===== src/hw/rtl/boundary_tag_first_fit_allocator_unit_defines.svh =====
// ----------------------------------------------------------------------------
// Assertion macros for the boundary tag allocator
// Each macro samples on clk and is disabled while rst is high.
// ----------------------------------------------------------------------------
`ifndef BOUNDARY_TAG_FIRST_FIT_ALLOCATOR_UNIT_DEFINES_SVH
`define BOUNDARY_TAG_FIRST_FIT_ALLOCATOR_UNIT_DEFINES_SVH

// same-cycle implication
`define BTA_ASSERT_NOW(label, ante, cons, msg) \
  label: assert property (@(posedge clk) disable iff (rst) (ante) |-> (cons)) \
    else $error(msg);

// next-cycle implication
`define BTA_ASSERT_NEXT(label, ante, cons, msg) \
  label: assert property (@(posedge clk) disable iff (rst) (ante) |=> (cons)) \
    else $error(msg);

`endif


===== src/hw/rtl/bta_pkg.sv =====
// ----------------------------------------------------------------------------
// bta_pkg
// Shared types and constants of the boundary tag allocator.
// ----------------------------------------------------------------------------
package bta_pkg;

  localparam logic [15:0] HDR_BYTES   = 16'd24;
  localparam logic [15:0] TAKEN_BYTES = 16'd8;
  localparam logic [15:0] ALIGN_BYTES = 16'd8;

  // result status codes
  localparam logic [1:0] STAT_OK   = 2'd0;
  localparam logic [1:0] STAT_FULL = 2'd1;
  localparam logic [1:0] STAT_ZERO = 2'd2;

  // request kinds
  localparam logic REQ_ALLOC   = 1'b0;
  localparam logic REQ_RELEASE = 1'b1;

  // datapath micro-operations
  typedef enum logic [5:0] {
    OP_NONE, OP_LOAD, OP_ZERO_RES, OP_FAIL_RES, OP_GRANT_RES, OP_REL_RES,
    OP_FMT0, OP_FMT1, OP_FMT2, OP_FMT3,
    OP_WALK_INIT, OP_WALK_RD, OP_WALK_CHK, OP_WALK_NEXT,
    OP_CUT0, OP_CUT1, OP_CUT2, OP_TAKE0, OP_TAKE1,
    OP_UL_RDN, OP_UL_RDP, OP_UL_CAP, OP_UL_WRN, OP_UL_WRP,
    OP_REL_RD, OP_REL_MARK, OP_REL_AFT,
    OP_CO_RDB, OP_CO_BSZ, OP_CO_BAFT, OP_CO_RDA, OP_CO_ACHK, OP_CO_ASZ, OP_CO_AAFT,
    OP_PU_N, OP_PU_P, OP_PU_H
  } op_t;

  typedef struct packed {
    op_t op;
  } dp_cmd_t;

  typedef struct packed {
    logic is_rel;
    logic rel_ok;
    logic req_zero;
    logic ready;
    logic walk_valid;
    logic steps_done;
    logic fit;
    logic split;
    logic bfree;
    logic aft_free;
  } dp_stat_t;

endpackage


===== src/hw/rtl/bta_controller.sv =====
// ----------------------------------------------------------------------------
// bta_controller
// Sequencer for allocate and release requests; issues datapath
// micro-operations and owns the output valid flag.
// ----------------------------------------------------------------------------
`include "boundary_tag_first_fit_allocator_unit_defines.svh"

module bta_controller (
  input  logic              clk,
  input  logic              rst,
  input  logic              in_valid,
  output logic              in_ready,
  output logic              out_valid,
  input  logic              out_ready,
  input  bta_pkg::dp_stat_t stat,
  output bta_pkg::dp_cmd_t  cmd
);
  import bta_pkg::*;

  typedef enum logic [5:0] {
    S_IDLE, S_DISP, S_ZERO, S_FAIL, S_GRANT, S_RRES,
    S_F0, S_F1, S_F2, S_F3,
    S_WINIT, S_WRD, S_WCHK, S_WNXT,
    S_CUT0, S_CUT1, S_CUT2, S_TK0, S_TK1,
    S_U0, S_U1, S_U2, S_U3, S_U4,
    S_RRD, S_RMK, S_RAF,
    S_CRB, S_CBS, S_CBA, S_CRA, S_CAC, S_CAS, S_CAA,
    S_P0, S_P1, S_P2
  } state_t;

  state_t state, ret;
  logic   out_free, accept;

  assign out_free = !out_valid || out_ready;
  assign in_ready = (state == S_IDLE);
  assign accept   = in_valid && in_ready;

  // micro-operation for the current state
  always_comb begin
    cmd.op = OP_NONE;
    case (state)
      S_IDLE:  cmd.op = accept ? OP_LOAD : OP_NONE;
      S_ZERO:  cmd.op = out_free ? OP_ZERO_RES : OP_NONE;
      S_FAIL:  cmd.op = out_free ? OP_FAIL_RES : OP_NONE;
      S_GRANT: cmd.op = out_free ? OP_GRANT_RES : OP_NONE;
      S_RRES:  cmd.op = out_free ? OP_REL_RES : OP_NONE;
      S_F0:    cmd.op = OP_FMT0;
      S_F1:    cmd.op = OP_FMT1;
      S_F2:    cmd.op = OP_FMT2;
      S_F3:    cmd.op = OP_FMT3;
      S_WINIT: cmd.op = OP_WALK_INIT;
      S_WRD:   cmd.op = OP_WALK_RD;
      S_WCHK:  cmd.op = OP_WALK_CHK;
      S_WNXT:  cmd.op = OP_WALK_NEXT;
      S_CUT0:  cmd.op = OP_CUT0;
      S_CUT1:  cmd.op = OP_CUT1;
      S_CUT2:  cmd.op = OP_CUT2;
      S_TK0:   cmd.op = OP_TAKE0;
      S_TK1:   cmd.op = OP_TAKE1;
      S_U0:    cmd.op = OP_UL_RDN;
      S_U1:    cmd.op = OP_UL_RDP;
      S_U2:    cmd.op = OP_UL_CAP;
      S_U3:    cmd.op = OP_UL_WRN;
      S_U4:    cmd.op = OP_UL_WRP;
      S_RRD:   cmd.op = OP_REL_RD;
      S_RMK:   cmd.op = OP_REL_MARK;
      S_RAF:   cmd.op = OP_REL_AFT;
      S_CRB:   cmd.op = OP_CO_RDB;
      S_CBS:   cmd.op = OP_CO_BSZ;
      S_CBA:   cmd.op = OP_CO_BAFT;
      S_CRA:   cmd.op = OP_CO_RDA;
      S_CAC:   cmd.op = OP_CO_ACHK;
      S_CAS:   cmd.op = OP_CO_ASZ;
      S_CAA:   cmd.op = OP_CO_AAFT;
      S_P0:    cmd.op = OP_PU_N;
      S_P1:    cmd.op = OP_PU_P;
      S_P2:    cmd.op = OP_PU_H;
      default: cmd.op = OP_NONE;
    endcase
  end

  // state, unlink return point and output valid
  always_ff @(posedge clk) begin
    if (rst) begin
      state     <= S_IDLE;
      ret       <= S_IDLE;
      out_valid <= 1'b0;
    end else begin
      // result states set the flag themselves
      if (out_ready && !(state inside {S_ZERO, S_FAIL, S_GRANT, S_RRES})) begin
        out_valid <= 1'b0;
      end
      case (state)
        S_IDLE: if (accept) state <= S_DISP;
        S_DISP: begin
          if (stat.is_rel)        state <= stat.rel_ok ? S_RRD : S_RRES;
          else if (stat.req_zero) state <= S_ZERO;
          else if (!stat.ready)   state <= S_F0;
          else                    state <= S_WINIT;
        end
        S_ZERO, S_FAIL, S_GRANT, S_RRES: begin
          if (out_free) begin
            out_valid <= 1'b1;
            state     <= S_IDLE;
          end
        end
        S_F0: state <= S_F1;
        S_F1: state <= S_F2;
        S_F2: state <= S_F3;
        S_F3: state <= S_WINIT;
        S_WINIT: state <= S_WRD;
        S_WRD: state <= (!stat.walk_valid || stat.steps_done) ? S_FAIL : S_WCHK;
        S_WCHK: begin
          if (!stat.fit)      state <= S_WNXT;
          else if (stat.split) state <= S_CUT0;
          else begin
            ret   <= S_TK0;
            state <= S_U0;
          end
        end
        S_WNXT: state <= S_WRD;
        S_CUT0: state <= S_CUT1;
        S_CUT1: state <= S_CUT2;
        S_CUT2: state <= S_GRANT;
        S_TK0:  state <= S_TK1;
        S_TK1:  state <= S_GRANT;
        S_U0: state <= S_U1;
        S_U1: state <= S_U2;
        S_U2: state <= S_U3;
        S_U3: state <= S_U4;
        S_U4: state <= ret;
        S_RRD: state <= S_RMK;
        S_RMK: state <= S_RAF;
        S_RAF: begin
          if (stat.bfree) begin
            ret   <= S_CRB;
            state <= S_U0;
          end else begin
            state <= S_CRA;
          end
        end
        S_CRB: state <= S_CBS;
        S_CBS: state <= S_CBA;
        S_CBA: state <= S_CRA;
        S_CRA: state <= S_CAC;
        S_CAC: begin
          if (stat.aft_free) begin
            ret   <= S_CAS;
            state <= S_U0;
          end else begin
            state <= S_P0;
          end
        end
        S_CAS: state <= S_CAA;
        S_CAA: state <= S_P0;
        S_P0: state <= S_P1;
        S_P1: state <= S_P2;
        S_P2: state <= S_RRES;
        default: state <= S_IDLE;
      endcase
    end
  end

  // a pending result is never overwritten
  `BTA_ASSERT_NOW(a_no_overwrite, out_valid && !out_ready,
    cmd.op != OP_ZERO_RES && cmd.op != OP_FAIL_RES && cmd.op != OP_GRANT_RES &&
    cmd.op != OP_REL_RES, "result loaded while output stalled")
  // one request at a time
  `BTA_ASSERT_NEXT(a_one_req, accept, !in_ready, "request accepted while busy")
  // a result appears only from a result state
  `BTA_ASSERT_NOW(a_valid_src, $rose(out_valid),
    $past(state) == S_ZERO || $past(state) == S_FAIL || $past(state) == S_GRANT ||
    $past(state) == S_RRES, "output valid raised outside a result state")
  // unlink always returns to a known caller
  `BTA_ASSERT_NOW(a_ret_ok, state == S_U4,
    ret == S_TK0 || ret == S_CRB || ret == S_CAS, "bad unlink return point")

endmodule


===== config.mk =====
export PLATFORM = sky130hd
export DESIGN_NAME = bta_controller
export DESIGN_NICKNAME = d
export VERILOG_FILES = /design/src/hw/rtl/bta_pkg.sv /design/src/hw/rtl/bta_controller.sv
export VERILOG_INCLUDE_DIRS = /design/src /design/src/hw/rtl
export SDC_FILE = /design/constraint.sdc
export NUM_CORES = 1
export LEC_CHECK = 0
export ABC_AREA = 1
export ABC_CLOCK_PERIOD_IN_PS = 1600
export BUFFER_PORTS_ARGS = -buffer_cell sky130_fd_sc_hd__buf_2
export CAP_MARGIN = 10
export CORE_ASPECT_RATIO = 0.75
export CORE_MARGIN = 2
export CORE_UTILIZATION = 30
export CTS_CLUSTER_SIZE = 28
export DETAILED_ROUTE_END_ITERATION = 16
export HOLD_SLACK_MARGIN = 0.05
export PLACE_DENSITY = 0.57
export SYNTH_ARGS = -nofsm -noshare
export SYNTH_HDL_FRONTEND = slang
export SYNTH_SLANG_ARGS = --single-unit
export TNS_END_PERCENT = 100

===== constraint.sdc =====
create_clock -name clk -period 1.6 [get_ports clk]
set_input_delay 0 -clock clk [delete_from_list [all_inputs] [get_ports clk]]
set_output_delay 0 -clock clk [all_outputs]
set_load 0.1 [all_outputs]

======== Word level (Yosys, flattened, before mapping) ========
Index checks and enable logic that the tools add are counted.
storage, ports and cells
  bits in registers ....................... 13
  bits in latches ......................... 0
  bits in writable memories ............... 0
  bits in read-only memories .............. 0
  bits of input ports ..................... 14
  output and inout bits ................... 8
  word-level logic and storage cells ...... 86
  memories ................................ 0
operators by class
  $add $sub $neg .......................... 0
  $mul .................................... 0
  divide/modulo/power cells ............... 0
  order comparisons ....................... 0
  equal/unequal tests ..................... 42
  shift-type cells ........................ 0
  muxes and demuxes ....................... 26
  bitwise operators ....................... 0
  reduce and logical (&&, ||, !) cells .... 15
operator list
  kind                  number
  $pmux W6 S36          1
  $pmux W6 S32          1
  $eq A6 B5 Y1 const B  16
  $eq A6 B4 Y1 const B  8
  $mux W6               7
  $eq A6 B6 Y1 const B  5
  $eq A6 B3 Y1 const B  4
  $mux W5               4
  $pmux W6 S3           1
  $mux W4               4
  $eq A6 B2 Y1 const B  2
  $ne A2 B2 Y1 const B  5
  $eq A6 B1 Y1 const B  1
  $logic_not A6 Y1      1
  $mux W3               2
  $reduce_and A5 Y1     1
  $mux W1               4
  $mux W2               2
  $reduce_bool A4 Y1    1
  $reduce_or A2 Y1      2
  $reduce_or A4 Y1      1
  $logic_not A1 Y1      3
  $reduce_bool A3 Y1    1
  $logic_and A1 B1 Y1   2
  other kinds (3)       4

======== Longest topological paths before layout ========
Gate-level depths: netlist (run 1).
  depth in word-level cells ............... 7
  depth in mapped cells ................... 12
  depth with buffers taken out ............ 11

======== Worst setup path before layout (run 1) ========
No wires, ideal clock.
  path kind ............................... flip-flop to output port
  start point ............................. reg out_valid
  end point ............................... out cmd[1] (netlist bit)
  data arrival time ....................... 2.409 ns
  path slack .............................. -0.809 ns
  stages on the path, launching flop included .. 4
  buffers on the path ..................... 0
  cell sequence ........................... dfxtp_1 -> nand2_1 -> inv_1 -> o211ai_1
RTL lines
  element                 line                   source
  start, declared         bta_controller.sv:13   output logic out_valid,
  start signal, assigned  bta_controller.sv:87   out_valid <= 1'b0;
  start signal, assigned  bta_controller.sv:91   out_valid <= 1'b0;
  start signal, assigned  bta_controller.sv:103  out_valid <= 1'b1;
  end, declared           bta_controller.sv:16   output bta_pkg::dp_cmd_t cmd

==> results of run 1 <==
==> timing repair <==
action                     4_1_cts  5_1_grt
pin swaps                       13       18
resized for setup               46       32
cloned                           0        0
hold endpoints to repair         5        0
setup endpoints to repair       10       11
setup buffers                   15        9
hold buffers                     1        0
==> synthesized netlist by cell type <==
cell type,n,share of area
nand3b_1,2,0.012
nor3_1,8,0.031
nor3b_1,1,0.0058
a221oi_1,1,0.0067
nand4_1,4,0.019
inv_2,3,0.0086
nand2_4,1,0.0086
a21oi_1,7,0.027
nor2_2,3,0.014
o211ai_1,4,0.023
dfxtp_1,10,0.15
a21oi_2,1,0.0067
inv_1,27,0.078
a211oi_1,2,0.012
o21ai_2,1,0.0067
buf_4,5,0.029
buf_6,1,0.0086
nor2_1,34,0.098
nand2_1,61,0.18
nor2_4,8,0.069
a31oi_1,1,0.0048
o311ai_0,1,0.0067
o21bai_2,1,0.0086
nand2_2,2,0.0096
o221ai_1,1,0.0067
nand3_1,36,0.14
clkinv_2,1,0.0038
o21ai_0,8,0.031
==> per-layer routing <==
layer | vias to the layer above | GRT usage | wire length, µm
li1 | 927 | - | -
met2 | 116 | 0.351 | 2430
met4 | 0 | 0.0702 | 176
met3 | 18 | 0.0337 | 484
met5 | - | 0 | 0
met1 | 868 | 0.307 | 2370
==> area by class of cell <==
type,instances,share of cell area
multi-input cells,188,0.513
flip-flops and latches,10,0.0955
repair buffers,75,0.285
clock buffers,4,0.0192
well taps,55,0.0293
inverters,31,0.0587
==> power by group through the flow <==
stage | sequential (µW) | clock (µW) | combinational [µW]
global route | 423 | 307 | 2580
finish | 413 | 282 | 2460
detailed placement | 386 | 0 | 1990
global placement | 383 | 0 | 2010
CTS | 409 | 289 | 2240
floorplan | 390 | 0 | 1270
==> critical path, stage by stage, from the launching register on <==
cell     delay (ps)
dfxtp_4         370
buf_4           150
nor2_4          240
nand3_2         140
nand2_2         120
a31oi_1          60
nand4_1         150
buf_12          190
==> registers in the layout, summed over array words and instances, names as in the netlist <==
register,flops
ret,3
state,6
out_valid,1
==> worst paths after layout <==
kind / startpoint / endpoint / depth (start not counted)
worst max-delay path: state[1] / cmd[3] / 7
worst min-delay path: stat[1] / ret[3] / 3
worst max register to register: state[3] / state[4] / 11
worst min register to register: ret[4] / ret[4] / 2
==> logic make-up (layout without fill, tap and decap cells) <==
kind of cell / after synthesis / count (layout) / share of synthesized area
AOI/OAI and AO/OA: 28 / 28 / 0.139
buffers and inverters: 37 / 110 / 0.128
DFF: 10 / 10 / 0.153
and+or+nand+nor: 160 / 160 / 0.580
==> stage by stage <==
step	hold WS [ps]	TNS, ps
after floorplan	61.7	-926
after global placement	257	-417
after detailed placement	253	-272
after CTS	63.3	-86.1
after global routing	64.1	-925
final	60.8	-226
==> metrics.md, run 1 <==
| Metric | Value |
|---|---|
| Outcome | finished, violations left |
| Failing checks | negative setup slack |
| Tmin final | 1670 ps |
| Share of cells above drive strength 1 | 0.503 |
| Routed WL | 5.46 mm |
| Via density | 5.31 |
| Fillers | 377 |
| Congestion Overflow GR | 0 |
| Synth Net Count | 249 |
| Die area | 4900 µm² |
| Synth Instances | 235 |
| Clk pwr share | 0.089 |
| Yosys Warn Count | 0 |
| Max VDD drop | 1000 µV |
| Worst skew pair latency | 240 ps |
| Starting Density | 0.318 |
| NetSw | 1710 µW |
| Detailed Route Iter0 Violations | 117 |
| Final hold vios | 0 |
| Util after Layout | 0.572 |
| First-pass GRT wire length | 8.17 mm |
| DP Cell Count | 334 |
| Row count | 20 |
| H-tree depth | 1 |
| Final-report setup violation count | 7 |
| PwrDens | 1350 nW/µm² |
| FF+latch count, synth | 10 |
| Die Width | 80.2 µm |
| CTS Sinks | 10 |
| Seq pwr share | 0.131 |
| CP Capture Type | primary output |
| Storage element area | 224 µm² |
| Max Root-Sink Buffers | 2 |
| Die height | 61.1 µm |
| Largest net degree at the start of global routing | 11 |
| CTS tree | done |
| Num CTS Buffers | 3 |
| Initial antenna violation count | 0 |
| Area Overhead vs Synth | 79.8% |
| Fmax | 0.598 GHz |
| # diodes | 0 |
| RSZ-0062 raised after global routing | yes |
| Commonest non-fill, non-tap cell in the layout | nand2_1 |
| P_int | 1450 µW |
| Clk_skew | 3.61 ps |
| Worst hold path class | in2reg |
| DRC viols | 0 |
| Multi-input logic area | 1200 µm² |
| 1st-pass router iterations | 5 |
| Final nets | 323 |
| Reg clk slew, reported paths | 50 ps |
| Setup crit start kind | flop |
| Final worst slack | -73.6 ps |
| Tot Pwr | 3160 µW |
| Critical path required time | 1600 ps |
| I/O pins | 22 |
| Fin crit share | 1.05 |
| Reg2reg setup slack | -40 ps |
| Final Cell Area | 2350 µm² |
| Leakage | 0.00117 µW |
| WP data arrival | 1670 ps |
| Crit Path Class | reg2out |
| Antenna Nets Post-Route | 0 |
| Least-Margin Pin Slew | 483 ps |
| Number of global-route vias before repair | 1699 |
| Placed cell area | 1830 µm² |
| DR WL/cell | 15.1 µm |
| Core Area | 4100 µm² |
| Worst slew margin | 0.680 |
| Place WS | -118 ps |
| Sequential area share after synthesis | 0.153 |
| Most frequent cells in the layout | nand2_1, buf_4, nor2_1 |
| Clock root cell | clkbuf_8 |
| Combinational power share | 0.780 |
| Netlist Area Pre-Place | 1310 µm² |
| Critical path fanouts, max | 7 |
| GPL Wtd Cong | 1.11 |
| DR vias | 1929 |
| Final cell count without fillers | 363 |
| Syn_area_per_cell | 5.55 µm² |
| Number of distinct library cells after synthesis | 28 |
| Max_cap viols | 0 |
| Hpwl dp | 3.88 mm |
| Pins Over Slew Limit | 0 |
| Input/output buffers | 21 |
| Total GRT Usage | 0.219 |
| Switching share of power | 0.540 |
No activity file was read; power rests on OpenSTA's default activity.
==> run 2: changes to the inputs <==
--- a/config.mk
+++ b/config.mk
@@ -17,6 +17,7 @@
 export DETAILED_ROUTE_END_ITERATION = 16
 export HOLD_SLACK_MARGIN = 0.05
 export PLACE_DENSITY = 0.57
+export RECOVER_POWER = 25
 export SYNTH_ARGS = -nofsm -noshare
 export SYNTH_HDL_FRONTEND = slang
 export SYNTH_SLANG_ARGS = --single-unit
==> run 2 against run 1 <==
Effect of this change:
- the flow still finishes with violations (negative setup slack)
- sequential power about the same
- setup slack better by 8.0 ps
- design area unchanged
- register-to-register slack about the same
- via count up 0.88%
- flip-flop and latch count unchanged
- clock power about the same
- die area unchanged
- combinational power about the same
- core utilization unchanged
- largest cell class unchanged
- largest power group unchanged
==> metrics.md, run 2 (same netlist as run 1, synthesis figures left out) <==
| Metric | Value |
|---|---|
| Tot Pwr | 3160 µW |
| Reg clk slew, reported paths | 50 ps |
| Setup crit start kind | flop |
| H-tree depth | 1 |
| Share of cells above drive strength 1 | 0.503 |
| First-pass GRT wire length | 8.17 mm |
| Final nets | 323 |
| Hpwl dp | 3.88 mm |
| Leakage | 0.00117 µW |
| Fillers | 377 |
| Commonest non-fill, non-tap cell in the layout | nand2_1 |
| DR vias | 1946 |
| DRC viols | 0 |
| Via density | 5.36 |
| Fmax | 0.600 GHz |
| Initial antenna violation count | 0 |
| Die Width | 80.2 µm |
| PwrDens | 1350 nW/µm² |
| Worst hold margin | 60.5 ps |
| Max FFs per register | 6 |
| Failing checks | negative setup slack |
| Pins Over Slew Limit | 0 |
| Final worst slack | -65.6 ps |
| Starting Density | 0.318 |
| Clk_skew | 3.52 ps |
| 1st-pass router iterations | 5 |
| Biggest regs | state (6), ret (3), out_valid (1) |
| Biggest register | state |
| Worst slew margin | 0.643 |
| Clock root cell | clkbuf_8 |
| Multi-input logic area | 1200 µm² |
| # diodes | 0 |
| Largest delay share family, worst path | simple AND/OR/NAND/NOR gates |
| Num CTS Buffers | 3 |
| Critical path fanouts, max | 7 |
| Worst skew pair latency | 240 ps |
| Antenna Nets Post-Route | 0 |
| Most frequent cells in the layout | nand2_1, buf_4, nor2_1 |
| Max VDD drop | 1000 µV |
| Area Overhead vs Synth | 79.8% |
| Final hold vios | 0 |
| CP Cell Sequence | buf_4 > nor2_4 > nand3_2 > nand2_2 > a31oi_1 > nand4_1 > buf_12 |
| Row count | 20 |
| CTS tree | done |
| Slowest library cell on the worst path | dfxtp_4 |
| I/O pins | 22 |
| Buf+Inv Stages, Crit Path | 2 |
| Tmin final | 1670 ps |
| Critical path required time | 1600 ps |
| Max Root-Sink Buffers | 2 |
| DR WL/cell | 15.1 µm |
| Input/output buffers | 21 |
| Max_cap viols | 0 |
| WP data arrival | 1670 ps |
| Outcome | finished, violations left |
| Total GRT Usage | 0.219 |
| Die height | 61.1 µm |
| Largest net degree at the start of global routing | 11 |
| Core Area | 4100 µm² |
| Crit Path Class | reg2out |
| RSZ-0062 raised after global routing | yes |
| CTS Sinks | 10 |
| Worst hold path class | in2reg |
| Congestion Overflow GR | 0 |
| Detailed Route Iter0 Violations | 130 |
| Number of global-route vias before repair | 1699 |
| Final-report setup violation count | 7 |
| Routed WL | 5.48 mm |
| Fin crit share | 1.04 |
| Storage element area | 224 µm² |
| Least-Margin Pin Slew | 538 ps |
| Worst stage delay on the critical path | 370 ps |
| CP Capture Type | primary output |
| Die area | 4900 µm² |
| GPL Wtd Cong | 1.11 |
## run 2: changes by cell type in the layout (fill, tap and decap cells not counted), sizes merged
cell / change
clkbuf: +1
buf: -1
## run 2: layout make-up
cell class | count | area share
Clock buffer | 4 | 0.0192
Sequential cell | 10 | 0.0955
Inverter | 31 | 0.0587
Timing Repair Buffer | 75 | 0.285
Multi-Input combinational cell | 188 | 0.513
Tap cell | 55 | 0.0293
## run 2: stage by stage
stage,utilization,std cells,setup TNS [ps],instance area [µm²],setup slack [ps]
2_1_floorplan,-,235,-926,1360,-538
3_3_place_gp,0.445,334,-417,1830,-159
3_5_place_dp,0.445,334,-272,1830,-118
4_1_cts,0.525,354,-86.1,2160,-45.8
5_1_grt,0.572,363,-925,2350,-117
6_report,0.572,363,-228,2350,-65.6
## run 2: report_power, final
part / internal [µW] / switching [µW]
registers: 312 / 103
clock network: 175 / 108
logic: 966 / 1500
total: 1450 / 1710
## run 2: path summary, 6_finish.rpt
path / from / endpoint / slack [ps] / depth (start not counted)
max: state[1] / cmd[3] / -70 / 7
min: stat[1] / ret[3] / 60 / 3
max reg2reg: state[3] / state[4] / -30 / 11
min reg2reg: ret[4] / ret[4] / 450 / 2
## run 2: layer usage
metal,GRT usage,part of all wire,vias to the layer above
li1,-,-,925
met1,0.307,0.43,880
met2,0.351,0.45,115
met3,0.0337,0.092,26
met4,0.0702,0.038,0
met5,0,0,-
## run 2: tightest hold or removal path, delay by kind of cell
| kind | cells | cell delay (ps) |
|---|---|---|
| buffers and inverters | 1 | 110 |
| and+or+nand+nor | 1 | 80 |
| AOI/OAI and AO/OA | 1 | 70 |
## run 2: what timing repair did
action                     CTS  global route
pin swaps                   13            18
hold buffers                 1             0
gates resized for setup     46            32
hold endpoints to repair     5             0
setup endpoints to repair   10            11
buffers inserted            15             9
==> run 3: changes to the inputs <==
--- a/config.mk
+++ b/config.mk
@@ -10,13 +10,15 @@
 export ABC_CLOCK_PERIOD_IN_PS = 1600
 export BUFFER_PORTS_ARGS = -buffer_cell sky130_fd_sc_hd__buf_2
 export CAP_MARGIN = 10
+export CELL_PAD_IN_SITES_DETAIL_PLACEMENT = 0
+export CELL_PAD_IN_SITES_GLOBAL_PLACEMENT = 1
 export CORE_ASPECT_RATIO = 0.75
 export CORE_MARGIN = 2
 export CORE_UTILIZATION = 30
 export CTS_CLUSTER_SIZE = 28
 export DETAILED_ROUTE_END_ITERATION = 16
 export HOLD_SLACK_MARGIN = 0.05
-export PLACE_DENSITY = 0.57
+export PLACE_DENSITY = 0.75
 export RECOVER_POWER = 25
 export SYNTH_ARGS = -nofsm -noshare
 export SYNTH_HDL_FRONTEND = slang
==> run 3 against run 2 <==
Effect of this change:
- the flow still finishes with violations (negative setup slack)
- combinational power shrank 6%
- setup slack lost 21 ps
- design area shrank 1.2%
- wire length shrank 1.0%
- register-to-register slack gained 20 ps
- first-iteration DRC count grew 37%
- non-clock buffer count shrank 1
- critical path type unchanged
- critical endpoint unchanged
- largest power group unchanged
- highest routed layer unchanged
==> metrics.md, run 3 (same netlist as run 1, synthesis figures left out) <==
| Metric | Value |
|---|---|
| Outcome | finished, violations left |
| Failing checks | negative setup slack |
| DR WL/cell | 15.0 µm |
| Pins Over Slew Limit | 0 |
| DRC viols | 0 |
| Congestion Overflow GR | 0 |
| Critical path required time | 1600 ps |
| Most used cell, CP | buf_12 |
| Slowest library cell on the worst path | dfxtp_4 |
| Worst hold path class | in2reg |
| Detailed Route Iter0 Violations | 178 |
| Fmax | 0.593 GHz |
| I/O pins | 22 |
| Most frequent cells in the layout | nand2_1, buf_4, nor2_1 |
| Worst stage delay on the critical path | 350 ps |
| Num CTS Buffers | 3 |
| Area Overhead vs Synth | 77.6% |
| Worst R2R Path Depth | 11 |
| Least-Margin Pin Slew | 537 ps |
| CP Cell Sequence | buf_12 > nand2_8 > clkinv_8 > nand3_2 > nand2_2 > a31oi_1 > nand4_1 > buf_12 |
| 1st-pass router iterations | 4 |
| Final cell count without fillers | 362 |
| CTS tree | done |
| Die height | 61.1 µm |
| Combinational power share | 0.771 |
| Worst slew margin | 0.644 |
| Antenna Nets Post-Route | 0 |
| CP Capture Type | primary output |
| Clk pwr share | 0.094 |
| RSZ-0062 raised after global routing | yes |
| Initial antenna violation count | 0 |
| Worst skew pair latency | 240 ps |
| Clock root cell | clkbuf_8 |
| Die area | 4900 µm² |
| H-tree depth | 1 |
| Biggest register | state |
| Die Width | 80.2 µm |
| Seq pwr share | 0.135 |
| Number of global-route vias before repair | 1670 |
| Final Cell Area | 2320 µm² |
| CTS Sinks | 10 |
| Largest net degree at the start of global routing | 9 |
| Tmin final | 1690 ps |
| Starting Density | 0.318 |
| Clk_skew | 5.41 ps |
| Hpwl dp | 3.79 mm |
| Setup crit start kind | flop |
| DR vias | 1971 |
| Final-report setup violation count | 5 |
| Biggest regs | state (6), ret (3), out_valid (1) |
| Commonest non-fill, non-tap cell in the layout | nand2_1 |
| Fin crit share | 1.05 |
| Share of cells above drive strength 1 | 0.498 |
| Total GRT Usage | 0.216 |
| First-pass GRT wire length | 8.02 mm |
| Final hold vios | 0 |
| PwrDens | 1300 nW/µm² |
| Row count | 20 |
| GPL Wtd Cong | 0.975 |
| Tot Pwr | 3010 µW |
| Final worst slack | -86.3 ps |
| Routed WL | 5.43 mm |
| DP Cell Count | 326 |
| Leakage | 0.00114 µW |
| Input/output buffers | 21 |
| Reg2reg setup slack | -10 ps |
| P_int | 1350 µW |
| Critical path fanouts, max | 7 |
| Placed cell area | 1740 µm² |
| Via density | 5.44 |
| Max_cap viols | 0 |
| Max VDD drop | 966 µV |
| Setup TNS | -241 ps |
| Reg clk slew, reported paths | 50 ps |
| Max FFs per register | 6 |
| Max Root-Sink Buffers | 2 |
| Switching share of power | 0.552 |
| WP data arrival | 1690 ps |
| Core Area | 4100 µm² |
| NetSw | 1660 µW |
| Hold Path Depth | 3 |
| Final nets | 322 |
| # diodes | 0 |
| Crit Path Class | reg2out |
-- run 3: metrics by stage --
| stage | hold WS (ps) | worst slack (ps) | utilization |
|---|---|---|---|
| after global routing | 73.4 | -162 | 0.565 |
| after detailed placement | 256 | -130 | 0.424 |
| after global placement | 256 | -183 | 0.424 |
| final | 57.6 | -86.3 | 0.565 |
| after floorplan | 61.7 | -538 | - |
| after CTS | 60.2 | -27.2 | 0.515 |
-- run 3: worst max-delay path, delay by kind of cell, from the launching register on --
family                 cells  cell delay [ps]
buffers and inverters      3              440
AOI/OAI and AO/OA          1              190
and+or+nand+nor            4              460
DFF                        1              350
-- run 3: power groups by stage --
stage / logic [µW] / registers, µW / clock network, µW
after detailed placement: 1880 / 388 / 0
after global placement: 1890 / 385 / 0
after CTS: 2090 / 399 / 285
after floorplan: 1270 / 390 / 0
after global routing: 2450 / 412 / 297
final: 2320 / 407 / 283
-- run 3: repair_timing --
action | in CTS | in global routing
setup endpoints to repair | 11 | 12
pin swaps | 15 | 16
cloned | 0 | 0
setup buffers | 23 | 9
endpoints found under the hold margin | 5 | 0
gates resized for setup | 40 | 38
hold buffers | 1 | 0
-- run 3: layer usage --
| layer | GRT usage | routed length (µm) | vias up | part of all wire |
|---|---|---|---|---|
| met4 | 0.0678 | 187 | 0 | 0.034 |
| met5 | 0 | 0 | - | 0 |
| met1 | 0.283 | 2290 | 916 | 0.42 |
| li1 | - | - | 921 | - |
| met3 | 0.0381 | 364 | 22 | 0.067 |
| met2 | 0.368 | 2580 | 112 | 0.48 |
-- run 3: layout make-up --
class	count	area, µm²
fill	367	1790
multi-input combinational	188	1190
timing repair buffer	74	647
sequential	10	226
inverter	31	135
tap	55	68.8
clock buffer	4	45.0
-- run 3: worst paths after layout --
kind / start / end
max: state[2] / cmd[3]
min: stat[1] / ret[3]
max reg2reg: state[3] / state[2]
min reg2reg: ret[4] / ret[4]
